### config.mk
export PLATFORM = sky130hd
export DESIGN_NAME = gtp_cell
export DESIGN_NICKNAME = d
export VERILOG_FILES = /design/src/sv/gtp_pkg.sv /design/src/sv/gtp_cell.sv
export SDC_FILE = /design/constraint.sdc
export NUM_CORES = 1
export LEC_CHECK = 0
export ABC_AREA = 1
export BUFFER_PORTS_ARGS = -buffer_cell sky130_fd_sc_hd__clkbuf_2
export CAP_MARGIN = 20
export CORE_AREA = 2 2 212 214
export DETAILED_ROUTE_END_ITERATION = 8
export DIE_AREA = 0 0 214 216
export PLACE_DENSITY = 0.54
export SLEW_MARGIN = 15
export SYNTH_ARGS = -nofsm -noshare
export SYNTH_HDL_FRONTEND = slang
export SYNTH_SLANG_ARGS = --single-unit
### constraint.sdc
create_clock -name clock -period 32.4 [get_ports clock]
set_input_delay 6.48 -clock clock [delete_from_list [all_inputs] [get_ports clock]]
set_output_delay 6.48 -clock clock [all_outputs]
set_load 0.05 [all_outputs]
### src/sv/gtp_pkg.sv
// ----------------------------------------------------------------------------
// gtp_pkg: shared types and constants for the go-to-point controller
// Register indexes, reset values, the cordic angle table and the records
// passed between the pipeline blocks.
// ----------------------------------------------------------------------------
package gtp_pkg;

   // number of cells in the chain: one root bit and one rotation per cell
   localparam int CORDIC_STEPS = 16;

   // quarter turn in units of 2^-16 rad
   localparam logic signed [19:0] QUARTER_TURN = 20'sd102944;

   // configuration register indexes
   localparam logic [7:0] REG_MAX_FORWARD_SPEED = 8'd0;
   localparam logic [7:0] REG_MAX_TURN_RATE     = 8'd1;
   localparam logic [7:0] REG_LINEAR_GAIN       = 8'd2;
   localparam logic [7:0] REG_ANGULAR_GAIN      = 8'd3;
   localparam logic [7:0] REG_TURN_ONLY_ANGLE   = 8'd4;

   // register reset values
   localparam logic [14:0] RST_MAX_FORWARD_SPEED = 15'd1000;
   localparam logic [14:0] RST_MAX_TURN_RATE     = 15'd4096;
   localparam logic [15:0] RST_LINEAR_GAIN       = 16'd128;
   localparam logic [15:0] RST_ANGULAR_GAIN      = 16'd384;
   localparam logic [13:0] RST_TURN_ONLY_ANGLE   = 14'd1638;

   // controller settings as seen by the output stages
   typedef struct packed {
      logic [14:0] max_forward_speed;
      logic [14:0] max_turn_rate;
      logic [15:0] linear_gain;
      logic [15:0] angular_gain;
      logic [13:0] turn_only_angle;
   } cfg_type;

   // work record handed from cell to cell
   typedef struct packed {
      logic [31:0]        rem;    // square root remainder
      logic [31:0]        root;   // partial square root
      logic signed [34:0] u;      // cordic x, scaled by 2^16
      logic signed [34:0] v;      // cordic y, scaled by 2^16
      logic signed [19:0] z;      // accumulated angle, 2^-16 rad
      logic               zero;   // target at the origin
   } cell_data_type;

   // atan(2^-i) in units of 2^-16 rad, rounded
   function automatic logic signed [19:0] atan_step(input int idx);
      logic signed [19:0] r;
      case (idx)
         0:       r = 20'sd51472;
         1:       r = 20'sd30386;
         2:       r = 20'sd16055;
         3:       r = 20'sd8150;
         4:       r = 20'sd4091;
         5:       r = 20'sd2047;
         6:       r = 20'sd1024;
         7:       r = 20'sd512;
         8:       r = 20'sd256;
         9:       r = 20'sd128;
         10:      r = 20'sd64;
         11:      r = 20'sd32;
         12:      r = 20'sd16;
         13:      r = 20'sd8;
         14:      r = 20'sd4;
         15:      r = 20'sd2;
         default: r = 20'sd0;
      endcase
      return r;
   endfunction

endpackage

### src/sv/gtp_cell.sv
// ----------------------------------------------------------------------------
// gtp_cell: one cell of the chain
// Works out one bit of the integer square root and one cordic vectoring
// rotation, then hands the record to the next cell.
// ----------------------------------------------------------------------------
module gtp_cell #(
   parameter int STEP = 0
) (
   input  logic                   clock,
   input  logic                   reset,
   input  logic                   in_valid,
   output logic                   in_ready,
   input  gtp_pkg::cell_data_type in_data,
   output logic                   out_valid,
   input  logic                   out_ready,
   output gtp_pkg::cell_data_type out_data
);

   localparam logic [31:0]        SQ_BIT = 32'd1 << (30 - 2 * STEP);
   localparam logic signed [19:0] ATAN   = gtp_pkg::atan_step(STEP);

   logic                   valid_ff, valid_in;
   gtp_pkg::cell_data_type data_ff, data_in;

   logic [31:0]        trial;
   logic signed [34:0] u_cur, v_cur, du, dv;

   // one root bit and one rotation
   always_comb begin
      data_in = in_data;
      trial   = in_data.root + SQ_BIT;
      if (in_data.rem >= trial) begin
         data_in.rem  = in_data.rem - trial;
         data_in.root = (in_data.root >> 1) + SQ_BIT;
      end else begin
         data_in.root = in_data.root >> 1;
      end
      u_cur = $signed(in_data.u);
      v_cur = $signed(in_data.v);
      du    = v_cur >>> STEP;
      dv    = u_cur >>> STEP;
      if (v_cur >= 0) begin
         data_in.u = u_cur + du;
         data_in.v = v_cur - dv;
         data_in.z = $signed(in_data.z) + ATAN;
      end else begin
         data_in.u = u_cur - du;
         data_in.v = v_cur + dv;
         data_in.z = $signed(in_data.z) - ATAN;
      end
      valid_in = in_valid;
   end

   // cell handshake
   assign in_ready = !valid_ff || out_ready;

   always_ff @(posedge clock) begin
      if (reset) begin
         valid_ff <= 1'b0;
      end else if (in_ready) begin
         valid_ff <= valid_in;
      end
   end

   always_ff @(posedge clock) begin
      if (in_ready && in_valid) begin
         data_ff <= data_in;
      end
   end

   assign out_valid = valid_ff;
   assign out_data  = data_ff;

endmodule

After elaboration in Yosys (flattened, before gate mapping)
Index checks and enable logic that the tools add are counted.
{"block": "totals", "register_bits": 156, "latch_bits": 0, "mem_bits_rw": 0, "mem_bits_ro": 0, "in_bits": 159, "elab_cells": 24, "n_memories": 0}
{"block": "op_classes", "add_sub_neg": 8, "n_mul": 0, "div": 0, "magnitude_cmp": 2, "n_eq_ne": 0, "shifts": 0, "muxes": 3, "n_bitwise": 0, "reduce_logical": 3}
{"op": "$mux 90", "n": 1}
{"op": "$sub 35x35->35", "n": 2}
{"op": "$add 35x35->35", "n": 1}
{"op": "$ge 35x1->1 const B", "n": 1}
{"op": "$add 31x31->32 const B", "n": 1}
{"op": "$add 32x31->32 const B", "n": 1}
{"op": "$ge 32x32->1", "n": 1}
{"op": "$mux 32", "n": 1}
{"op": "$sub 32x32->32", "n": 1}
{"op": "$mux 31", "n": 1}
{"op": "$add 20x17->20 const B", "n": 1}
{"op": "$sub 20x17->20 const B", "n": 1}
{"op": "$logic_and 1x1->1", "n": 1}
{"op": "$logic_not 1->1", "n": 1}
{"op": "$logic_or 1x1->1", "n": 1}

Depth between registers and ports, before layout
{"block": "logic_depth", "depth_word": 3, "ltp_mapped": 17, "depth_no_buf": 17}

Least setup slack after synthesis
No wires, ideal clock.
{"block": "synth_path", "kind": "input port to flip-flop", "from": "input port in_valid", "to": "register data_ff, in the netlist out_data[0], enable pin", "setup_time_ps": 718, "t_arrival_ps": 13927, "required_time_ps": 31682, "setup_slack_ps": 17756, "stages": 2, "path_buffers": 0, "path_cell_list": "inv_1 a21oi_1"}
{"block": "synth_via", "elab_chain_cells": 1}
{"item": "start, declared", "line": "gtp_cell.sv:11", "rtl": "input logic in_valid,"}
{"item": "$logic_and 1x1->1", "line": "gtp_cell.sv:66", "rtl": "if (in_ready && in_valid) begin"}
{"item": "end signal, assigned", "line": "gtp_cell.sv:67", "rtl": "data_ff <= data_in;"}
{"item": "end, declared", "line": "gtp_cell.sv:23", "rtl": "gtp_pkg::cell_data_type data_ff, data_in;"}
No other way between the ends.
A chain may end at the register's enable or synchronous reset.

Worst setup path in the final report
{"block": "layout_path", "from": "input port out_ready", "to": "output port in_ready"}
{"block": "layout_via", "elab_chain_cells": 1}
{"item": "start, declared", "line": "gtp_cell.sv:15", "rtl": "input logic out_ready,"}
{"item": "$logic_or 1x1->1", "line": "gtp_cell.sv:55", "rtl": "assign in_ready = !valid_ff || out_ready;"}
{"item": "end, declared", "line": "gtp_cell.sv:12", "rtl": "output logic in_ready,"}
No other way between the ends.

==> metrics.md <==
| Metric | Value |
|---|---|
| Synth warn | 0 |
| Cells after Synth | 2199 |
| Worst-Skew Late Latency | 0.47 ns |
| CP startpoint | out_ready |
| Post-synthesis mux area share | 0.000656 |
| CTS tree | done |
| Gp weighted congestion | 0.992 |
| Total Nets Final | 2796 |
| PwrDens | 44.3 nW/um2 |
| # rows | 77 |
| Final non-filler cell total | 3088 |
| Initial Util | 0.348 |
| Clk pwr share | 0.255 |
| Syn Area/Cell | 6.94 um2 |
| Simple-Gate Fraction of Synth Area | 0.301 |
| Synthesized cell area | 15300 um2 |
| CTS Hold Buffers Added | 0 |
| Initial antenna violation count | 0 |
| Placed Area | 17300 um2 |
| Post-route minimum period | 13.46 ns |
| Fillers | 4677 |
| Bufs and invs on worst path | 3 |
| Synth Flop Type | edfxtp_1 |
| Clock Skews | 0.0153 ns |
| Syn_nets | 2511 |
| Hold Startpoint | out_valid |
| Fin area | 17900 um2 |
| Asr flop ratio synth | 0 |
| Critical path arrival | 6.98 ns |
| Number of setup violations in the final report | 0 |
| I/O Buffers | 315 |
| Sequential element share of the synthesized area | 0.304 |
| Class of the worst hold path | flop to flop |
| Pins over their slew limit | 0 |
| Post-placement cell count | 3057 |
| Setup TNS | 0 ns |
| Max cap viols | 0 |
| Total gr overflow | 0 |
| Clock root cell | clkbuf_16 |
| Achievable frequency | 0.0743 GHz |
| Die height | 216 um |
| Hold_ws | 0.541 ns |
| Post-CTS Resized | 0 |
| Setup crit end kind | output pin |
| Logic gate share of total power | 0.421 |
| Vias post-DR | 15600 |
| Worst-path maximum fanout | 2 |
| Leak Pwr | 8.98 nW |
| Max Buffers Root-to-Sink | 2 |
| Synth-to-Final Area Change | 16.9% |
| Slew @ Worst Pin | 0.893 ns |
| Top post-synthesis cells by area | edfxtp_1, nand2_1, ha_1 |
| CTS buffer count | 17 |
| Worst slack at placement | 18.95 ns |
| Post-DP HPWL | 46300 um |
| Cell internal pwr | 0.449 mW |
| Adder-cell share of the synthesized area | 0.128 |
| Core box area | 43800 um2 |
| Die area | 46200 um2 |
| Final period util | 0.415 |
| First-pass GRT wire length | 85800 um |
| Iteration count of the initial detailed-routing pass | 6 |
| I/O pins | 316 |
| Layout cells sized above 1 | 0.157 |
| GRT Total Usage | 0.239 |
| Final setup margin | 18.94 ns |
| Top delay family on crit path | buffers and inverters |
| Vias per inst | 5.05 |
| Vias in the first global route | 15500 |
| Post-synth top cells | nand2_1, inv_1, nor2_1 |
| Pin count of the biggest net entering global routing | 155 |
| Sequential share of power | 0.325 |
| CTS Sinks | 155 |
| Outcome | finished, final reports clean |
| Worst setup path class | input port to output pin |
| Die width | 214 um |
| Worst reg2reg startpoint | out_valid |
| Final hold vios | 0 |
| Clock transition at path regs | 0.06 ns |
| Final wirelength | 55700 um |
| Mean routed wirelength per cell | 18.0 um |
| Sw frac | 0.432 |
| Req. time, crit path | 25.92 ns |
| Main combinational cell family by area after synthesis | simple AND/OR/NAND/NOR gates |
| Post-CTS Setup Inserts | 0 |
| Drt drc | 0 |
| Crit-path cells | clkbuf_2, inv_1, nand2_1, clkbuf_2 |
| Largest stage delay, worst path | 0.24 ns |
| Worst Setup Start Kind | input port |
| Antenna cells | 0 |
| Area leader, netlist | edfxtp_1 |
| Fin util | 0.407 |
| CP max-delay cell | clkbuf_2 |
| Synth Area in XOR/XNOR | 0.0344 |
| Most frequent cell after synthesis | nand2_1 |
| RSZ-0062 raised after global routing | false |
| #FFs+latches synth | 155 |
| Slew HR | 0.405 |
| Synth top area share | 0.303 |
| Synth Area in Compound Gates | 0.135 |
| Switch Pwr | 0.342 mW |
| CP dominant cell by count | clkbuf_2 |
| Cell variety after synth | 48 |
| Initial drt markers | 1139 |
| Post-synth EDFFs | 154 |
| Worst IR Drop VDD | 0.0230 mV |
| Pwr Total | 0.791 mW |
| H-tree Lvls | 4 |
| Routed Antenna Nets | 0 |
## worst min-delay path: stages, from the launching register on
cell and delay, ns:
dfxtp_1 0.34, nand2_1 0.10, a21oi_1 0.06
## path summary, 6_finish.rpt
kind | endpoint | cells past startpoint | slack [ns]
worst max-delay path | in_ready | 4 | 18.94
worst min register to register | out_valid | 2 | 0.54
worst max register to register | out_data[73] | 2 | 30.73
worst min-delay path | out_valid | 2 | 0.54
## cells by family (layout without fill, tap and decap cells)
logic type,after synthesis,after routing
compound gates,380,380
xor+xnor,60,60
fa+ha+maj,153,153
buf+inv,355,652
flops,155,155
mux,1,1
simple gates,1095,1095
## flip-flops by register name, indices dropped and copies added, names as in the netlist
| signal | count |
|---|---|
| out_valid | 1 |
| out_data | 154 |
## cell usage in the layout, fill, tap and decap left out, types with 4 or more instances in the layout
| cell | Yosys | layout |
|---|---|---|
| nand2_1 | 620 | 620 |
| clkbuf_2 | 0 | 315 |
| inv_1 | 300 | 300 |
| nor2_1 | 195 | 195 |
| nand3_1 | 186 | 186 |
| a21oi_1 | 183 | 182 |
| edfxtp_1 | 154 | 154 |
| ha_1 | 148 | 148 |
| o21ai_0 | 125 | 125 |
| xor2_1 | 53 | 53 |
| nor3_1 | 22 | 22 |
| o21bai_1 | 19 | 19 |
| nand2_2 | 18 | 18 |
| nand4_1 | 17 | 17 |
| clkbuf_16 | 0 | 17 |
| a21o_1 | 10 | 10 |
| o21ai_1 | 9 | 9 |
| o22ai_1 | 9 | 9 |
| xnor2_1 | 7 | 7 |
| nor2_2 | 7 | 7 |
| nand3b_1 | 7 | 7 |
| o21a_1 | 7 | 7 |
| and2_1 | 6 | 6 |
| a31oi_1 | 5 | 5 |
| fa_1 | 5 | 5 |
| a21boi_0 | 4 | 4 |
| or2_2 | 4 | 4 |
| clkinv_2 | 0 | 4 |
## final cells by class
type,count,area (um2),share of cell area
timing repair buffer,318,1610,0.0903
clock inverter,13,128,0.00715
inverter,303,1140,0.0638
tap,592,741,0.0415
clock buffer,18,429,0.0240
sequential,155,4640,0.260
multi-input combinational,1689,9160,0.513
## power by group through the flow
stage | clock [mW] | combinational [mW] | sequential (mW)
after CTS | 0.207 | 0.332 | 0.257
after global routing | 0.213 | 0.364 | 0.258
after floorplan | 0 | 0.163 | 0.337
after detailed placement | 0 | 0.331 | 0.261
after global placement | 0 | 0.328 | 0.261
final | 0.201 | 0.333 | 0.257
## per-layer routing
| metal | GRT usage | vias up | wire [um] |
|---|---|---|---|
| li1 | - | 7771 | - |
| met1 | 0.300 | 7269 | 24000 |
| met2 | 0.422 | 489 | 27100 |
| met3 | 0.0369 | 60 | 3350 |
| met4 | 0.0737 | 0 | 1240 |
| met5 | 0 | - | 0 |
Note: power is estimated with default switching activity, not from simulation.
