**src/sv/gtp_pkg.sv**
```systemverilog
// ----------------------------------------------------------------------------
// gtp_pkg: shared types and constants for the go-to-point controller
// Register indexes, reset values, the cordic angle table and the records
// passed between the pipeline blocks.
// ----------------------------------------------------------------------------
package gtp_pkg;

   // number of cells in the chain: one root bit and one rotation per cell
   localparam int CORDIC_STEPS = 16;

   // quarter turn in units of 2^-16 rad
   localparam logic signed [19:0] QUARTER_TURN = 20'sd102944;

   // configuration register indexes
   localparam logic [7:0] REG_MAX_FORWARD_SPEED = 8'd0;
   localparam logic [7:0] REG_MAX_TURN_RATE     = 8'd1;
   localparam logic [7:0] REG_LINEAR_GAIN       = 8'd2;
   localparam logic [7:0] REG_ANGULAR_GAIN      = 8'd3;
   localparam logic [7:0] REG_TURN_ONLY_ANGLE   = 8'd4;

   // register reset values
   localparam logic [14:0] RST_MAX_FORWARD_SPEED = 15'd1000;
   localparam logic [14:0] RST_MAX_TURN_RATE     = 15'd4096;
   localparam logic [15:0] RST_LINEAR_GAIN       = 16'd128;
   localparam logic [15:0] RST_ANGULAR_GAIN      = 16'd384;
   localparam logic [13:0] RST_TURN_ONLY_ANGLE   = 14'd1638;

   // controller settings as seen by the output stages
   typedef struct packed {
      logic [14:0] max_forward_speed;
      logic [14:0] max_turn_rate;
      logic [15:0] linear_gain;
      logic [15:0] angular_gain;
      logic [13:0] turn_only_angle;
   } cfg_type;

   // work record handed from cell to cell
   typedef struct packed {
      logic [31:0]        rem;    // square root remainder
      logic [31:0]        root;   // partial square root
      logic signed [34:0] u;      // cordic x, scaled by 2^16
      logic signed [34:0] v;      // cordic y, scaled by 2^16
      logic signed [19:0] z;      // accumulated angle, 2^-16 rad
      logic               zero;   // target at the origin
   } cell_data_type;

   // atan(2^-i) in units of 2^-16 rad, rounded
   function automatic logic signed [19:0] atan_step(input int idx);
      logic signed [19:0] r;
      case (idx)
         0:       r = 20'sd51472;
         1:       r = 20'sd30386;
         2:       r = 20'sd16055;
         3:       r = 20'sd8150;
         4:       r = 20'sd4091;
         5:       r = 20'sd2047;
         6:       r = 20'sd1024;
         7:       r = 20'sd512;
         8:       r = 20'sd256;
         9:       r = 20'sd128;
         10:      r = 20'sd64;
         11:      r = 20'sd32;
         12:      r = 20'sd16;
         13:      r = 20'sd8;
         14:      r = 20'sd4;
         15:      r = 20'sd2;
         default: r = 20'sd0;
      endcase
      return r;
   endfunction

endpackage

```
**src/sv/gtp_back.sv**
```systemverilog
// ----------------------------------------------------------------------------
// gtp_back: output stages of the controller
// Rounds the bearing, applies the gains, caps speed and turn rate and holds
// the result until it is taken. Three register stages.
// ----------------------------------------------------------------------------
module gtp_back (
   input  logic                   clock,
   input  logic                   reset,
   input  gtp_pkg::cfg_type       cfg,
   input  logic                   in_valid,
   output logic                   in_ready,
   input  gtp_pkg::cell_data_type in_data,
   output logic                   out_valid,
   input  logic                   out_ready,
   output logic [14:0]            forward_speed,
   output logic signed [15:0]     turn_rate
);

   // stage a: distance and bearing
   logic               a_valid_ff, a_valid_in, a_ready;
   logic [15:0]        a_dist_ff, a_dist_in;
   logic [14:0]        a_mag_ff, a_mag_in;
   logic               a_neg_ff, a_neg_in;

   // stage b: scaled products
   logic               b_valid_ff, b_valid_in, b_ready;
   logic [23:0]        b_fwd_ff, b_fwd_in;
   logic [22:0]        b_rot_ff, b_rot_in;
   logic               b_neg_ff, b_neg_in;
   logic               b_over_ff, b_over_in;

   // stage c: result register
   logic               c_valid_ff, c_valid_in;
   logic [14:0]        c_fwd_ff, c_fwd_in;
   logic signed [15:0] c_rot_ff, c_rot_in;

   logic signed [19:0] z_round;
   logic signed [15:0] angle;
   logic [31:0]        fwd_prod;
   logic [30:0]        rot_prod;
   logic [14:0]        rot_mag;

   // round the angle to 1/4096 rad, origin gives zero
   always_comb begin
      z_round    = $signed(in_data.z) + 20'sd8;
      angle      = in_data.zero ? 16'sd0 : 16'(z_round >>> 4);
      a_neg_in   = angle < 0;
      a_mag_in   = a_neg_in ? 15'(-angle) : 15'(angle);
      a_dist_in  = in_data.root[15:0];
      a_valid_in = in_valid;
   end

   assign a_ready  = !b_valid_ff || b_ready;
   assign in_ready = !a_valid_ff || a_ready;

   always_ff @(posedge clock) begin
      if (reset) begin
         a_valid_ff <= 1'b0;
      end else if (in_ready) begin
         a_valid_ff <= a_valid_in;
      end
   end

   always_ff @(posedge clock) begin
      if (in_ready && in_valid) begin
         a_dist_ff <= a_dist_in;
         a_mag_ff  <= a_mag_in;
         a_neg_ff  <= a_neg_in;
      end
   end

   // gain products, truncated by 256
   always_comb begin
      fwd_prod   = cfg.linear_gain * a_dist_ff;
      rot_prod   = cfg.angular_gain * a_mag_ff;
      b_fwd_in   = fwd_prod[31:8];
      b_rot_in   = rot_prod[30:8];
      b_neg_in   = a_neg_ff;
      b_over_in  = {1'b0, a_mag_ff} > {2'b0, cfg.turn_only_angle} ? 1'b1 : 1'b0;
      b_valid_in = a_valid_ff;
   end

   assign b_ready = !c_valid_ff || out_ready;

   always_ff @(posedge clock) begin
      if (reset) begin
         b_valid_ff <= 1'b0;
      end else if (a_ready) begin
         b_valid_ff <= b_valid_in;
      end
   end

   always_ff @(posedge clock) begin
      if (a_ready && a_valid_ff) begin
         b_fwd_ff  <= b_fwd_in;
         b_rot_ff  <= b_rot_in;
         b_neg_ff  <= b_neg_in;
         b_over_ff <= b_over_in;
      end
   end

   // caps, turn-only cutoff and sign
   always_comb begin
      if (b_over_ff) begin
         c_fwd_in = 15'd0;
      end else if (b_fwd_ff > {9'b0, cfg.max_forward_speed}) begin
         c_fwd_in = cfg.max_forward_speed;
      end else begin
         c_fwd_in = b_fwd_ff[14:0];
      end
      if (b_rot_ff > {8'b0, cfg.max_turn_rate}) begin
         rot_mag = cfg.max_turn_rate;
      end else begin
         rot_mag = b_rot_ff[14:0];
      end
      c_rot_in   = b_neg_ff ? -$signed({1'b0, rot_mag}) : $signed({1'b0, rot_mag});
      c_valid_in = b_valid_ff;
   end

   always_ff @(posedge clock) begin
      if (reset) begin
         c_valid_ff <= 1'b0;
      end else if (b_ready) begin
         c_valid_ff <= c_valid_in;
      end
   end

   always_ff @(posedge clock) begin
      if (b_ready && b_valid_ff) begin
         c_fwd_ff <= c_fwd_in;
         c_rot_ff <= c_rot_in;
      end
   end

   assign out_valid     = c_valid_ff;
   assign forward_speed = c_fwd_ff;
   assign turn_rate     = c_rot_ff;

endmodule

```
**config.mk**
```make
export PLATFORM = sky130hd
export DESIGN_NAME = gtp_back
export DESIGN_NICKNAME = d
export VERILOG_FILES = /design/src/sv/gtp_pkg.sv /design/src/sv/gtp_back.sv
export SDC_FILE = /design/constraint.sdc
export NUM_CORES = 1
export LEC_CHECK = 0
export BUFFER_PORTS_ARGS = -buffer_cell sky130_fd_sc_hd__buf_2
export CORE_ASPECT_RATIO = 1.75
export CORE_MARGIN = 5
export CORE_UTILIZATION = 30
export DETAILED_ROUTE_END_ITERATION = 12
export SYNTH_ARGS = -nofsm -noshare
export SYNTH_HDL_FRONTEND = slang
export SYNTH_SLANG_ARGS = --single-unit
```
**constraint.sdc**
```tcl
create_clock -name clock -period 11.64 [get_ports clock]
set_input_delay 0.582 -clock clock [delete_from_list [all_inputs] [get_ports clock]]
set_output_delay 0.582 -clock clock [all_outputs]
set_load 0.01 [all_outputs]
```
== After elaboration in Yosys (flattened, before gate mapping) ==
Index checks and enable logic that the tools add are counted.

* Bits in registers: 115
* Input port bits: 235
* Output and inout bits: 33
* Word-level logic and storage cells: 37

* Add/subtract/negate cells: 3
* Multipliers: 2
* Magnitude comparators: 4
* Muxes and demuxes: 6
* Reduce and logical (&&, ||, !) cells: 9

{| class="wikitable"
|+ Operators by type and width
! operator !! number
|-
| $mux W15 || 4
|-
| $mul A16 B16 Y32 || 1
|-
| $mul A16 B15 Y31 || 1
|-
| $gt A24 B15 Y1 || 1
|-
| $gt A23 B15 Y1 || 1
|-
| $add A20 B5 Y20 const B || 1
|-
| $lt A16 B1 Y1 const B || 1
|-
| $mux W16 || 1
|-
| $neg A15 Y16 || 1
|-
| $gt A15 B14 Y1 || 1
|-
| $neg A15 Y15 || 1
|-
| $logic_and A1 B1 Y1 || 3
|-
| $logic_not A1 Y1 || 3
|-
| $logic_or A1 B1 Y1 || 3
|-
| $mux W1 || 1
|}

== Longest topological paths before layout ==
* Depth after elaboration: 5
* Gate-level depth with buffers: 23
* Mapped depth without buffers: 22

== Least setup slack after synthesis ==
OpenSTA, ideal clock, no wires.

* Path kind: input to register
* From: input port cfg[35] in the netlist's numbering
* To: register b_fwd_ff[16], data pin
* Setup time: 260 ps
* Arrival: 6005 ps
* Required time: 11380 ps
* Slack: 5376 ps
* Stages on the path: 20
* Path buffers: 1
* Cells stage by stage: clkbuf_1 -> nand2_1 -> fa_1 -> inv_1 -> fa_1 -> fa_1 -> fa_1 -> fa_1 -> inv_1 -> fa_1 -> inv_1 -> ha_1 -> a21o_1 -> a21o_1 -> a21o_1 -> o2bb2ai_1 -> or3_1 -> a31o_2 -> a21oi_1 -> xnor2_1

* Longest elaborated chain between the ends: 1

{| class="wikitable"
|+ RTL lines
! element !! line !! RTL
|-
| from (decl) || gtp_back.sv:9 || <nowiki>input gtp_pkg::cfg_type cfg,</nowiki>
|-
| $mul A16 B16 Y32 || gtp_back.sv:74 || <nowiki>fwd_prod = cfg.linear_gain * a_dist_ff;</nowiki>
|-
| via fwd_prod[24] || gtp_back.sv:39 || <nowiki>logic [31:0] fwd_prod;</nowiki>
|-
| to (signal assigned) || gtp_back.sv:95 || <nowiki>b_fwd_ff <= b_fwd_in;</nowiki>
|-
| to (decl) || gtp_back.sv:27 || <nowiki>logic [23:0] b_fwd_ff, b_fwd_in;</nowiki>
|}

The timed path passes the listed nets, and every way through them passes these cells.
A chain may end at the register's enable or synchronous reset.

== Worst setup path after layout ==
* From: register a_mag_ff[4]
* To: register b_rot_ff[20], data pin

* Longest elaborated chain between the ends: 1

{| class="wikitable"
|+ RTL lines
! element !! line !! RTL
|-
| from (decl) || gtp_back.sv:22 || <nowiki>logic [14:0] a_mag_ff, a_mag_in;</nowiki>
|-
| from (signal assigned) || gtp_back.sv:67 || <nowiki>a_mag_ff <= a_mag_in;</nowiki>
|-
| $mul A16 B15 Y31 || gtp_back.sv:75 || <nowiki>rot_prod = cfg.angular_gain * a_mag_ff;</nowiki>
|-
| via rot_prod[28] || gtp_back.sv:40 || <nowiki>logic [30:0] rot_prod;</nowiki>
|-
| to (signal assigned) || gtp_back.sv:96 || <nowiki>b_rot_ff <= b_rot_in;</nowiki>
|-
| to (decl) || gtp_back.sv:28 || <nowiki>logic [22:0] b_rot_ff, b_rot_in;</nowiki>
|}

The timed path passes the listed nets, and every way through them passes these cells.

==> impl_results.md <==
* Setup bufs post-CTS at 0
* Slew @ Worst Pin at 1.15 ns
* First-pass GRT wire length at 92700 µm
* Post-Syn Area at 22000 µm²
* Total Routed Length at 58300 µm
* Kind of critical path: register to register
* Net Count, Synth at 3164
* Seq/Total Area, Yosys at 0.155
* R2R setup slack at 4.74 ns
* Reg2Reg Depth at 22
* TritonCTS Buffers at 17
* Total GRT Usage at 0.152
* Chip height at 369 µm
* RSZ-0062 raised after global routing: no
* CTS root buf: clkbuf_16
* Worst skew pair latency at 0.49 ns
* Drt drc at 0
* Core Box Area at 72900 µm²
* DRT iter0 DRCs at 608
* Initial Util at 0.302
* Reg2reg start: a_mag_ff[4]
* Critical path data required time at 11.94 ns
* Max-cap violations at 0
* XOR/XNOR Fraction of Synth Area at 0.0310
* CTS clk-pin slew, worst paths at 0.07 ns
* Post-detail-place hpwl at 46700 µm
* Ys flop type: edfxtp_1
* Largest net degree at the start of global routing at 50
* Number of unique standard cell types used by synthesis at 71
* Synthesized area per cell at 9.51 µm²
* Post-CTS Hold Buffers at 0
* Worst Hold Class: primary input to register
* Sink Count at 115
* Post-cts resize count at 0
* Row count at 131
* Worst Setup SP: a_mag_ff[4]
* EDFF count, synth at 112
* RR Endpoint: b_rot_ff[20]
* Commonest non-fill, non-tap cells in the layout: inv_1 (474), fa_1 (372), nand2_1 (294)
* Status: completed
* I/O Buffers at 146
* Nets at 3254
* Compound-cell area share of the yosys netlist at 0.0549
* CP arrival at 7.20 ns
* GPL Wtd Cong at 0.857
* Hold Violations, Final at 0
* Total number of vias at 16100
* Tmin final at 6.90 ns
* Number of antenna violations at the first check in global routing at 8
* Final worst-path cycle share at 0.592
* TritonRoute pass-1 iters at 5
* Crit Path Max Fanout at 17
* Worst Skew at 0.0165 ns
* Asr flop ratio synth at 0
* Setup TNS Final at 0 ns
* CTS tree: yes
* Critical path launch point type: register
* Crit path capture: b_rot_ff[20]
* Cells after synthesis at 2317
* Slew Viols, Final at 0
* Vias/cell at 4.79
* Routed Antenna Nets at 0
* Commonest non-fill, non-tap cell in the layout: inv_1
* Max frequency at 145 MHz
* Width of the die at 215 µm
* Layout cells sized above 1 at 0.0839
* I/O pin count at 268
* Max clock buf depth at 2
* Post-synthesis adder-cell area fraction at 0.474
* Multiplexer area fraction after synthesis at 0.0161
* Vias in the first global route at 17500
* CP endpoint kind: register
* CTS H-Tree Depth at 4
* Largest family of logic cells by synthesized area: adder cells
* Area grow syn2layout at 9.80%
* Remaining Overflow, GRT at 0
* Die area at 79200 µm²
* Slew margin rel. at 0.230
* Ys Warns at 0
* # setup viols final at 0
* Synth Area in Simple Gates at 0.173
* Routed WL per cell at 17.4 µm
* #FFs+latches synth at 115
-- cells by family (layout without fill, tap and decap cells) --
logic type | after synthesis | in the layout
flops | 115 | 115
other cells | 0 | 2
fa+ha+maj | 612 | 612
compound gates | 178 | 178
simple gates | 745 | 745
buf+inv | 554 | 656
mux | 35 | 35
xor+xnor | 78 | 78
-- cell type report --
class | instances | area [µm²]
Antenna cell | 2 | 5.00
Clock buffer | 17 | 425
Clock inverter | 14 | 90.1
Fill cell | 7558 | 48700
Inverter | 475 | 1780
Multi-Input combinational cell | 1648 | 16500
Sequential cell | 115 | 3420
Tap cell | 931 | 1160
Timing Repair Buffer | 150 | 761
-- worst min-delay path by stage --
stage                 start       endpoint  slack [ns]  cells past startpoint
6_report       in_data[102]  a_dist_ff[11]        0.26                      1
5_1_grt         in_data[98]   a_dist_ff[7]        0.22                      1
4_1_cts        in_data[102]  a_dist_ff[11]        0.21                      1
3_5_place_dp     a_valid_ff     b_valid_ff        0.56                      2
3_3_place_gp     a_valid_ff     b_valid_ff        0.55                      2
2_1_floorplan      a_neg_ff       b_neg_ff        0.40                      0
-- metrics by stage --
stage                     cells  setup slack [ns]  hold WS (ns)  utilization  area, µm²
after global routing       3350              4.35         0.224        0.332      24200
after global placement     3319              4.77         0.550        0.325      23700
final                      3352              4.74         0.265        0.332      24200
after floorplan            2317              5.38         0.400            -      22000
after CTS                  3350              4.73         0.207        0.332      24200
after detailed placement   3319              4.76         0.560        0.325      23700
-- Yosys cell counts (all sizes together), types with 4 or more instances --
cell,count,share of area
a21boi,4,0.0014
and2,238,0.068
nor3,25,0.0057
a2111oi,4,0.0016
a21o,30,0.010
nand2,294,0.050
clkbuf,65,0.011
a21oi,46,0.011
fa,372,0.34
o21a,9,0.0031
a31oi,13,0.0037
xor2,28,0.011
o21bai,4,0.0014
and3,12,0.0036
inv,475,0.081
nand2b,36,0.010
o21ai,29,0.0066
o31ai,7,0.0035
nor2b,7,0.0020
buf,14,0.0040
or4,8,0.0029
mux2i,32,0.015
xnor2,50,0.020
edfxtp,112,0.15
nor2,52,0.0089
ha,240,0.14
nand4,17,0.0048
a211oi,7,0.0024
or3,8,0.0025
nor4,11,0.0038
nand3,23,0.0055
-- state kept, by name (all words and copies together) (netlist names) --
signal         count
turn_rate         16
a_neg_ff           1
forward_speed     15
a_valid_ff         1
b_neg_ff           1
a_mag_ff          15
b_over_ff          1
b_valid_ff         1
a_dist_ff         16
b_fwd_ff          24
out_valid          1
b_rot_ff          23
-- worst max-delay path, stage by stage (launching register included) --
cell and delay [ns]:
edfxtp_1 0.74, and2_1 0.34, fa_1 0.50, inv_1 0.06
fa_1 0.52, inv_1 0.05, fa_1 0.50, inv_1 0.05
fa_1 0.48, inv_1 0.05, fa_1 0.58, inv_1 0.08
fa_1 0.54, inv_1 0.04, ha_1 0.32, o211ai_1 0.23
a21oi_1 0.14, o21ai_0 0.17, a311oi_1 0.09, o31ai_1 0.51
a21boi_0 0.29, nor3_1 0.21, a2bb2oi_1 0.23
-- layer usage --
layer	up-vias	GRT usage	wire (µm)	part of all wire
met5	-	0	22	0.00038
met4	4	0.0728	2740	0.047
met3	122	0.0319	2790	0.048
met2	330	0.291	32000	0.55
met1	8189	0.155	20800	0.36
li1	7422	-	-	-
Power is left out: the tool's default activity adds up to more than one toggle a clock period on the data nets, which glitch-free logic cannot reach.
