$ cat config.mk
export PLATFORM = sky130hd
export DESIGN_NAME = gtp_front
export DESIGN_NICKNAME = d
export VERILOG_FILES = /design/src/sv/gtp_pkg.sv /design/src/sv/gtp_front.sv
export SDC_FILE = /design/constraint.sdc
export NUM_CORES = 1
export LEC_CHECK = 0
export BUFFER_PORTS_ARGS = -buffer_cell sky130_fd_sc_hd__buf_2
export CAP_MARGIN = 20
export CELL_PAD_IN_SITES_DETAIL_PLACEMENT = 1
export CELL_PAD_IN_SITES_GLOBAL_PLACEMENT = 1
export CORE_MARGIN = 2
export CORE_UTILIZATION = 50
export CTS_BUF_LIST = sky130_fd_sc_hd__clkbuf_16
export CTS_CLUSTER_DIAMETER = 60
export DETAILED_ROUTE_END_ITERATION = 10
export PLACE_DENSITY = 0.92
export SYNTH_ARGS = -nofsm -noshare
export SYNTH_HDL_FRONTEND = slang
export SYNTH_SLANG_ARGS = --single-unit
$ cat constraint.sdc
create_clock -name clock -period 18 [get_ports clock]
set_input_delay 2.7 -clock clock [delete_from_list [all_inputs] [get_ports clock]]
set_output_delay 2.7 -clock clock [all_outputs]
set_load 0.03 [all_outputs]
$ cat src/sv/gtp_pkg.sv
// ----------------------------------------------------------------------------
// gtp_pkg: shared types and constants for the go-to-point controller
// Register indexes, reset values, the cordic angle table and the records
// passed between the pipeline blocks.
// ----------------------------------------------------------------------------
package gtp_pkg;

   // number of cells in the chain: one root bit and one rotation per cell
   localparam int CORDIC_STEPS = 16;

   // quarter turn in units of 2^-16 rad
   localparam logic signed [19:0] QUARTER_TURN = 20'sd102944;

   // configuration register indexes
   localparam logic [7:0] REG_MAX_FORWARD_SPEED = 8'd0;
   localparam logic [7:0] REG_MAX_TURN_RATE     = 8'd1;
   localparam logic [7:0] REG_LINEAR_GAIN       = 8'd2;
   localparam logic [7:0] REG_ANGULAR_GAIN      = 8'd3;
   localparam logic [7:0] REG_TURN_ONLY_ANGLE   = 8'd4;

   // register reset values
   localparam logic [14:0] RST_MAX_FORWARD_SPEED = 15'd1000;
   localparam logic [14:0] RST_MAX_TURN_RATE     = 15'd4096;
   localparam logic [15:0] RST_LINEAR_GAIN       = 16'd128;
   localparam logic [15:0] RST_ANGULAR_GAIN      = 16'd384;
   localparam logic [13:0] RST_TURN_ONLY_ANGLE   = 14'd1638;

   // controller settings as seen by the output stages
   typedef struct packed {
      logic [14:0] max_forward_speed;
      logic [14:0] max_turn_rate;
      logic [15:0] linear_gain;
      logic [15:0] angular_gain;
      logic [13:0] turn_only_angle;
   } cfg_type;

   // work record handed from cell to cell
   typedef struct packed {
      logic [31:0]        rem;    // square root remainder
      logic [31:0]        root;   // partial square root
      logic signed [34:0] u;      // cordic x, scaled by 2^16
      logic signed [34:0] v;      // cordic y, scaled by 2^16
      logic signed [19:0] z;      // accumulated angle, 2^-16 rad
      logic               zero;   // target at the origin
   } cell_data_type;

   // atan(2^-i) in units of 2^-16 rad, rounded
   function automatic logic signed [19:0] atan_step(input int idx);
      logic signed [19:0] r;
      case (idx)
         0:       r = 20'sd51472;
         1:       r = 20'sd30386;
         2:       r = 20'sd16055;
         3:       r = 20'sd8150;
         4:       r = 20'sd4091;
         5:       r = 20'sd2047;
         6:       r = 20'sd1024;
         7:       r = 20'sd512;
         8:       r = 20'sd256;
         9:       r = 20'sd128;
         10:      r = 20'sd64;
         11:      r = 20'sd32;
         12:      r = 20'sd16;
         13:      r = 20'sd8;
         14:      r = 20'sd4;
         15:      r = 20'sd2;
         default: r = 20'sd0;
      endcase
      return r;
   endfunction

endpackage

$ cat src/sv/gtp_front.sv
// ----------------------------------------------------------------------------
// gtp_front: input stages of the controller
// Squares the coordinates, moves the vector into the right half plane and
// builds the first work record for the cell chain. Two register stages.
// ----------------------------------------------------------------------------
module gtp_front (
   input  logic                   clock,
   input  logic                   reset,
   input  logic                   in_valid,
   output logic                   in_ready,
   input  logic signed [15:0]     target_x,
   input  logic signed [15:0]     target_y,
   output logic                   out_valid,
   input  logic                   out_ready,
   output gtp_pkg::cell_data_type out_data
);

   // stage a registers
   logic               a_valid_ff, a_valid_in;
   logic [31:0]        a_sq_x_ff, a_sq_x_in;
   logic [31:0]        a_sq_y_ff, a_sq_y_in;
   logic signed [34:0] a_u_ff, a_u_in;
   logic signed [34:0] a_v_ff, a_v_in;
   logic signed [19:0] a_z_ff, a_z_in;
   logic               a_zero_ff, a_zero_in;
   logic               a_ready;

   // stage b registers
   logic                   b_valid_ff, b_valid_in;
   gtp_pkg::cell_data_type b_data_ff, b_data_in;

   logic signed [31:0] prod_x, prod_y;
   logic signed [16:0] x_ext, y_ext, u_rot, v_rot;

   // squares and quarter turn pre-rotation
   always_comb begin
      prod_x = target_x * target_x;
      prod_y = target_y * target_y;
      x_ext  = {target_x[15], target_x};
      y_ext  = {target_y[15], target_y};
      if (target_y < 0) begin
         if (target_x >= 0) begin
            u_rot  = x_ext;
            v_rot  = -y_ext;
            a_z_in = gtp_pkg::QUARTER_TURN;
         end else begin
            u_rot  = -x_ext;
            v_rot  = y_ext;
            a_z_in = -gtp_pkg::QUARTER_TURN;
         end
      end else begin
         u_rot  = y_ext;
         v_rot  = x_ext;
         a_z_in = 20'sd0;
      end
      a_sq_x_in  = unsigned'(prod_x);
      a_sq_y_in  = unsigned'(prod_y);
      a_u_in     = {{2{u_rot[16]}}, u_rot, 16'b0};
      a_v_in     = {{2{v_rot[16]}}, v_rot, 16'b0};
      a_zero_in  = (target_x == 16'sd0) && (target_y == 16'sd0);
      a_valid_in = in_valid;
   end

   // stage a handshake
   assign a_ready  = !b_valid_ff || out_ready;
   assign in_ready = !a_valid_ff || a_ready;

   always_ff @(posedge clock) begin
      if (reset) begin
         a_valid_ff <= 1'b0;
      end else if (in_ready) begin
         a_valid_ff <= a_valid_in;
      end
   end

   always_ff @(posedge clock) begin
      if (in_ready && in_valid) begin
         a_sq_x_ff <= a_sq_x_in;
         a_sq_y_ff <= a_sq_y_in;
         a_u_ff    <= a_u_in;
         a_v_ff    <= a_v_in;
         a_z_ff    <= a_z_in;
         a_zero_ff <= a_zero_in;
      end
   end

   // sum of squares and first work record
   always_comb begin
      b_data_in.rem  = a_sq_x_ff + a_sq_y_ff;
      b_data_in.root = 32'd0;
      b_data_in.u    = a_u_ff;
      b_data_in.v    = a_v_ff;
      b_data_in.z    = a_z_ff;
      b_data_in.zero = a_zero_ff;
      b_valid_in     = a_valid_ff;
   end

   always_ff @(posedge clock) begin
      if (reset) begin
         b_valid_ff <= 1'b0;
      end else if (a_ready) begin
         b_valid_ff <= b_valid_in;
      end
   end

   always_ff @(posedge clock) begin
      if (a_ready && a_valid_ff) begin
         b_data_ff <= b_data_in;
      end
   end

   assign out_valid = b_valid_ff;
   assign out_data  = b_data_ff;

endmodule

* Yosys cells after proc, flatten, opt, wreduce, memory -nomap -nowiden
Index checks and enable logic that the tools add are counted.
Cells by class: add/subtract/negate cells 3, mux-type cells 5, reduce and logical (&&, ||, !) cells 9, multiply operators 2, $lt $le $gt $ge 2
Operator list (count):
- $mux 17 | 4
- $mul 16x16->32 | 2
- $neg 16->17 | 2
- $add 32x32->32 | 1
- $logic_not 16->1 | 2
- $mux 20 | 1
- $ge 16x1->1 const B | 1
- $lt 16x1->1 const B | 1
- $logic_and 1x1->1 | 3
- $logic_not 1->1 | 2
- $logic_or 1x1->1 | 2
Word-level totals: word-level logic and storage cells 34, flip-flop bits (word level) 208, bits of input ports 36

* Longest topological paths before layout
Gate-level depths: netlist of run 1.
word-level depth 4, mapped depth 25

* Worst setup path before layout of run 1
Ideal clock, no wire load.
kind input port to flip-flop, from input target_y[15], to register a_sq_y_ff[31] (data pin), stages on the path 22, buffers on the path 2, arrival time 8677 ps, setup time 260 ps, setup slack 9063 ps, cell sequence clkbuf_1 > clkinv_1 > clkbuf_1 > nor2_1 > fa_1 > fa_1 > fa_1 > fa_1 > fa_1 > inv_1 > fa_1 > inv_1 > ha_1 > a21o_1 > a21o_1 > a21oi_1 > o21ai_0 > a311oi_1 > a21oi_1 > a21oi_1 > o21bai_1 > xnor2_1
Between the ends: word-level cells in the longest chain between the ends 1
RTL lines:
- start, declared | line gtp_front.sv:12 | input logic signed [15:0] target_y,
- $mul 16x16->32 | line gtp_front.sv:38 | prod_y = target_y * target_y;
- via a_sq_y_in[31] | line gtp_front.sv:21 | logic [31:0] a_sq_y_ff, a_sq_y_in;
- end signal, assigned | line gtp_front.sv:79 | a_sq_y_ff <= a_sq_y_in;
- end, declared | line gtp_front.sv:21
The timed path passes the listed nets, and every way through them passes these cells. A chain may end at the register's enable or synchronous reset.

* Worst setup path in the final report of run 1
Ends and elaborated chain as after synthesis.

==> metrics.md, run 1 <==
| Metric | Value |
|---|---|
| Max-cap viol count | 0 |
| Met1 GRT Util | 33.01% |
| Post-Synthesis Cells | 2546 |
| Die ar. | 53090 um2 |
| RSZ-0062 raised after global routing | no |
| #FFs+latches synth | 172 |
| Synth cell types | 58 |
| Number of synthesis warnings | 0 |
| GRT overflow | 0 |
| Worst Tran Pin Value | 1.051 ns |
| Final WS setup | 7.396 ns |
| Worst-path clk slew | 0.08 ns |
| Cts bufs inserted | 17 |
| CTS root buffer | clkbuf_16 |
| FF-to-FF End | out_data[149] |
| Crit end category | flip-flop |
| FMAX | 0.09431 GHz |
| Drt initial violations | 1269 |
| Min-delay worst type | flip-flop to flip-flop |
| Layout cells sized above 1 | 7.064% |
| Slew Viols, Final | 0 |
| Gr busiest metal | met2 |
| R2R depth | 10 |
| Initial Util | 50.88% |
| First-pass GRT wire length | 124100 um |
| Worst skew pair latency | 0.47 ns |
| Vias per cell | 5.654 |
| Vert. Die Dim | 230.4 um |
| Layout Skew | 0.01692 ns |
| Crit Reg-Reg Startpoint | a_sq_y_ff[12] |
| Critical Path RT | 18.20 ns |
| Max incr delay on CP | 0.98 ns |
| Tcrit/Tclk final | 58.91% |
| Outcome | finished clean |
| DRC viols | 0 |
| Slowest-stage cell, CP | fa_1 |
| Startpoint types | input pin |
| Relative slew slack | 29.95% |
| Sequential fraction of the synthesis area | 20.07% |
| Buffers on Ports | 123 |
| CP arrival | 10.81 ns |
| Number of synthesized flops with an enable pin | 170 |
| Total wire length | 79470 um |
| Die X | 230.4 um |
| Mapped Area | 25630 um2 |
| CTS max path bufs | 2 |
| Post-synth ARST share | 0% |
| CP Launch Point | target_y[15] |
| Setup slack, reg-to-reg | 14.41 ns |
| Grt met3 use | 6.225% |
| Setup TNS Final | 0 ns |
| GRT Total Usage | 31.02% |
| Routed Antenna Nets | 0 |
| Post-DP HPWL | 61090 um |
| Most common cell on crit path | fa_1 |
| Final hold vios | 0 |
| Placeable Area | 50380 um2 |
| Area Overhead vs Synth | 5.745% |
| Final instance area | 27100 um2 |
| Via count | 18619 |
| Routed WL per cell | 24.13 um |
| Max FO, Critical Path | 70 |
| Final setup vio count | 0 |
| Routing usage on met2 | 55.01% |
| Dpl cell area | 26500 um2 |
| Post-Syn Area per Cell | 10.07 um2 |
| # rows | 82 |
| Setup CP Type | input pin to flip-flop |
| Clock sinks | 172 |
| Pre-CTS setup slack | 7.296 ns |
| CTS H-tree lvls | 4 |
| Cts repair resizes | 0 |
| Final Critical Period | 10.60 ns |
| Setup Buffers After CTS | 0 |
| Largest net degree at the start of global routing | 73 |
| Post-synth top flop | edfxtp_1 |
| I/O pin count | 193 |
| CTS tree | built |
| Post-CTS Hold Fix Bufs | 0 |
| Initial antenna violation count | 4 |
| Vias in the first global route | 22512 |
| # nets final | 3325 |
| Critical path cell sequence | buf_2 > buf_4 > clkinv_1 > nor2_1 > fa_1 > fa_1 > fa_1 > fa_1 > fa_1 > inv_1 > fa_1 > inv_1 > ha_1 > a21o_1 > a21o_1 > a21oi_1 > o21ai_0 > a311oi_1 > a21oi_1 > a21oi_1 > o21bai_1 > xnor2_1 |
| GP Congestion | 0.9376 |
| DR pass1 iterations | 5 |
| Critical path capture point | a_sq_y_ff[31] |
[worst max-delay path, delay by kind of cell]
family	cells	cell delay [ns]
buf+inv	5	1.50
compound gates	8	1.80
xor+xnor	1	0.12
simple gates	1	0.60
fa+ha+maj	7	4.04
[area by class of cell]
class,instances,area (um2)
Multi-Input combinational cell,1633,17400
Inverter,651,2444
Tap cell,672,840.8
Fill cell,5591,23270
Timing Repair Buffer,131,675.6
Clock buffer,17,425.4
Clock inverter,15,172.7
Sequential cell,172,5145
Antenna cell,2,5.005
[metrics by stage]
step,instances,hold slack (ns),utilization [%]
final,3293,0.4207,53.81
after global placement,3259,0.4019,52.61
after detailed placement,3259,0.4073,52.61
after CTS,3291,0.4216,53.80
after floorplan,2615,0.4003,-
after global routing,3291,0.4267,53.80
[registers in the layout, indices dropped and copies added (netlist names)]
signal and cells:
a_sq_y_ff 31, out_valid 1, a_sq_x_ff 31, a_v_ff 17
out_data 70, a_z_ff 3, a_zero_ff 1, a_u_ff 17
a_valid_ff 1
[synth_stat cells (16+ instances only)]
cell type	number	area share (%)
nand2b_1	16	0.39
edfxtp_1	170	20
fa_1	467	36
xnor2_1	93	3.2
ha_1	216	11
inv_1	643	9.4
nor2_1	145	2.1
o21ai_0	48	0.94
xor2_1	39	1.3
a21oi_1	85	1.7
a21o_1	29	0.85
o21bai_1	16	0.47
buf_4	85	2.5
nor3_1	22	0.43
and2_1	61	1.5
clkbuf_1	71	1.0
nand2_1	183	2.7
[worst min path at each step]
stage / startpoint / end / slack, ns / cells after the start
floorplan: a_zero_ff / out_data[0] / 0.40 / 0
global placement: a_v_ff[32] / out_data[53] / 0.40 / 0
detailed placement: a_u_ff[27] / out_data[83] / 0.41 / 0
CTS: a_v_ff[22] / out_data[43] / 0.42 / 0
global route: a_v_ff[22] / out_data[43] / 0.43 / 0
finish: a_v_ff[22] / out_data[43] / 0.42 / 0
[layout by cell type, fill, tap and decap left out, types with 11 or more instances in the layout]
master,synthesis,layout
a21o_1,29,29
inv_1,643,644
nand2b_1,16,16
nor3_1,22,22
a21oi_1,85,85
edfxtp_1,170,170
fa_1,467,467
o21ai_0,48,48
clkbuf_16,0,17
ha_1,216,216
nand3_1,14,14
and2_1,61,60
xnor2_1,93,93
conb_1,1,70
o21a_1,12,12
a211oi_1,15,15
xor2_1,39,39
o21bai_1,16,16
buf_2,0,123
nand2_1,183,183
nand4_1,11,11
nor2_1,145,145
[kinds of logic after synthesis]
group                    synth area share [%]
AO/OA/AOI/OAI                           6.512
XOR/XNOR                                4.510
adder cells (fa/ha/maj)                 47.02
buffers and inverters                   13.11
flip-flops                              20.07
multiplexers                           0.3905
other                                 0.01463
AND/OR/NAND/NOR                         8.377
[per-layer routing]
metal | routed length [um] | up-vias | share of wire [%]
li1 | - | 7733 | -
met1 | 26520 | 9598 | 33
met2 | 40960 | 905 | 52
met3 | 5745 | 379 | 7.2
met4 | 6217 | 4 | 7.8
met5 | 24 | - | 0.030
Power of run 1 is left out: the tool's default activity adds up to more than one toggle a clock period on the data nets, which glitch-free logic cannot reach.
==> run 2, diff against run 1 <==
ABC_AREA = 1   (was unset)
CORE_UTILIZATION = 48   (was 50)
clock period = 11.1 ns   (was 18 ns; I/O delays follow)
==> metrics.md, run 2 <==
| Metric | Value |
|---|---|
| CP arrival | 7.75 ns |
| Setup CP Type | input pin to flip-flop |
| Placeable Area | 59240 um2 |
| Worst Tran Pin Value | 1.059 ns |
| First-pass GRT wire length | 150300 um |
| Setup slack, reg-to-reg | 8.78 ns |
| Dpl cells | 4329 |
| Crit end category | flip-flop |
| Synth cell types | 44 |
| Vias per cell | 5.469 |
| Drt initial violations | 1871 |
| Max FO, Critical Path | 56 |
| FMAX | 0.1329 GHz |
| Total wire length | 95930 um |
| Synth top area share | 32.44% |
| Critical Path RT | 11.32 ns |
| Top cells by area, synth | fa_1 32%, edfxtp_1 18%, inv_1 13% |
| Largest net degree at the start of global routing | 71 |
| Buffers on Ports | 123 |
| Top post-synthesis cells by count | 969 x inv_1, 885 x nand2_1, 467 x fa_1 |
| Post-synth top flop | edfxtp_1 |
| GRT Total Usage | 31.38% |
| Critical path capture point | a_sq_y_ff[30] |
| Clock sinks | 172 |
| Most frequent cells in the layout | 968 x inv_1, 885 x nand2_1, 467 x fa_1 |
| Initial Util | 48.65% |
| CP Launch Point | target_y[15] |
| Number of synthesis warnings | 0 |
| CTS root buffer | clkbuf_16 |
| Largest register FFs | 70 |
| DRC viols | 2 |
| Worst skew pair latency | 0.49 ns |
| CTS max path bufs | 2 |
| Routed Antenna Nets | 0 |
| Post-CTS Hold Fix Bufs | 0 |
| Layout cells sized above 1 | 6.605% |
| Final Critical Period | 7.524 ns |
| CTS H-tree lvls | 4 |
| Post-Synthesis Cells | 3515 |
| Vias in the first global route | 27086 |
| Outcome | complete, but fails checks |
| GP Congestion | 0.9539 |
| Relative slew slack | 29.37% |
| Post-Syn Area per Cell | 8.199 um2 |
| Mapped Area | 28820 um2 |
| Commonest non-fill, non-tap cell in the layout | inv_1 |
| Pre-CTS setup slack | 3.221 ns |
| Routed WL per cell | 21.99 um |
| Min-delay worst type | flip-flop to flip-flop |
| Failing checks | DRC |
| # rows | 89 |
| Startpoint types | input pin |
| Post-route insts no fill | 4363 |
| DR pass1 iterations | 8 |
| Post-synth ARST share | 0% |
| Count leader, synth | inv_1 |
| Slew Viols, Final | 0 |
| Sequential fraction of the synthesis area | 17.85% |
| Die ar. | 62020 um2 |
| Max-cap viol count | 0 |
| Crit Reg-Reg Startpoint | out_valid |
| R2R depth | 4 |
| Area leader, netlist | fa_1 |
| Final WS setup | 3.576 ns |
| I/O pin count | 193 |
| Layout Skew | 0.02636 ns |
| Vert. Die Dim | 249.0 um |
| Final setup vio count | 0 |
| RSZ-0062 raised after global routing | no |
| Cts repair resizes | 0 |
| Setup Buffers After CTS | 0 |
| Post-DP HPWL | 78950 um |
| Tcrit/Tclk final | 67.79% |
| Final hold vios | 0 |
| Area Overhead vs Synth | 5.266% |
| Number of synthesized flops with an enable pin | 170 |
| GRT overflow | 0 |
| Via count | 23862 |
| Worst-path clk slew | 0.10 ns |
| Cts bufs inserted | 17 |
| FF-to-FF End | a_v_ff[26] |
| Die X | 249.0 um |
| Setup TNS Final | 0 ns |
| # nets final | 4294 |
| Initial antenna violation count | 4 |
| CTS tree | built |
| #FFs+latches synth | 172 |
## run 2: changes by cell type after synthesis, moves of 32 or more
cell	previous run	this run
clkbuf_1	71	22
buf_2	0	32
xnor2_1	93	9
and2_1	61	5
nand2_1	183	885
inv_1	643	969
nand3_1	14	118
## run 2: per-stage QoR
| step | cell area [um2] | hold slack, ns | utilization, % |
|---|---|---|---|
| after detailed placement | 29750 | 0.4081 | 50.22 |
| after floorplan | 29080 | 0.4003 | - |
| final | 30340 | 0.4226 | 51.21 |
| after global placement | 29750 | 0.4001 | 50.22 |
| after CTS | 30330 | 0.4232 | 51.20 |
| after global routing | 30330 | 0.4398 | 51.20 |
## run 2: how the worst min path moves through the flow
stage          startpoint           end  slack, ns  depth (start not counted)
6_report        a_zero_ff   out_data[0]       0.42                          0
3_3_place_gp   a_u_ff[32]  out_data[88]       0.40                          0
2_1_floorplan   a_zero_ff   out_data[0]       0.40                          0
5_1_grt        a_u_ff[32]  out_data[88]       0.44                          0
3_5_place_dp   a_u_ff[27]  out_data[83]       0.41                          0
4_1_cts        a_v_ff[30]  out_data[51]       0.42                          0
## run 2: kinds of logic (layout without fill, tap and decap cells)
logic type      after synthesis  count (layout)  synth area share, %
other cells                   1              72              0.01301
compound gates              170             170                3.352
simple gates               1277            1277                18.52
fa+ha+maj                   683             683                41.82
mux                           2               2              0.06947
buf+inv                    1138            1142                16.18
xor+xnor                     72              72                2.188
flops                       172             172                17.85
## run 2: critical path, stage by stage
cell	delay (ns)
buf_2	0.08
buf_4	0.47
nand2_1	0.26
fa_1	0.66
inv_1	0.18
fa_1	0.72
inv_1	0.18
fa_1	0.53
inv_1	0.08
fa_1	0.57
inv_1	0.09
fa_1	0.53
inv_1	0.07
fa_1	0.47
ha_1	0.36
nand2_1	0.13
nor2_1	0.07
nand2_1	0.08
inv_1	0.05
a21oi_1	0.26
nand2_1	0.10
nand2_1	0.07
nand2_1	0.05
## run 2: area by class of cell
class	count	area, um2
sequential	172	5145
fill	7254	28900
timing repair buffer	133	690.7
clock buffer	17	425.4
multi-input combinational	2274	19280
clock inverter	15	153.9
antenna	2	5.005
inverter	977	3670
tap	773	967.2
## run 2: layer usage
metal	track usage, %	part of all wire (%)	wire, um
met4	18.57	6.8	6516
met3	5.214	7.1	6826
met2	55.09	49	47120
met5	0	0.014	13
met1	36.13	37	35460
Power of run 2 is left out for the same reason.
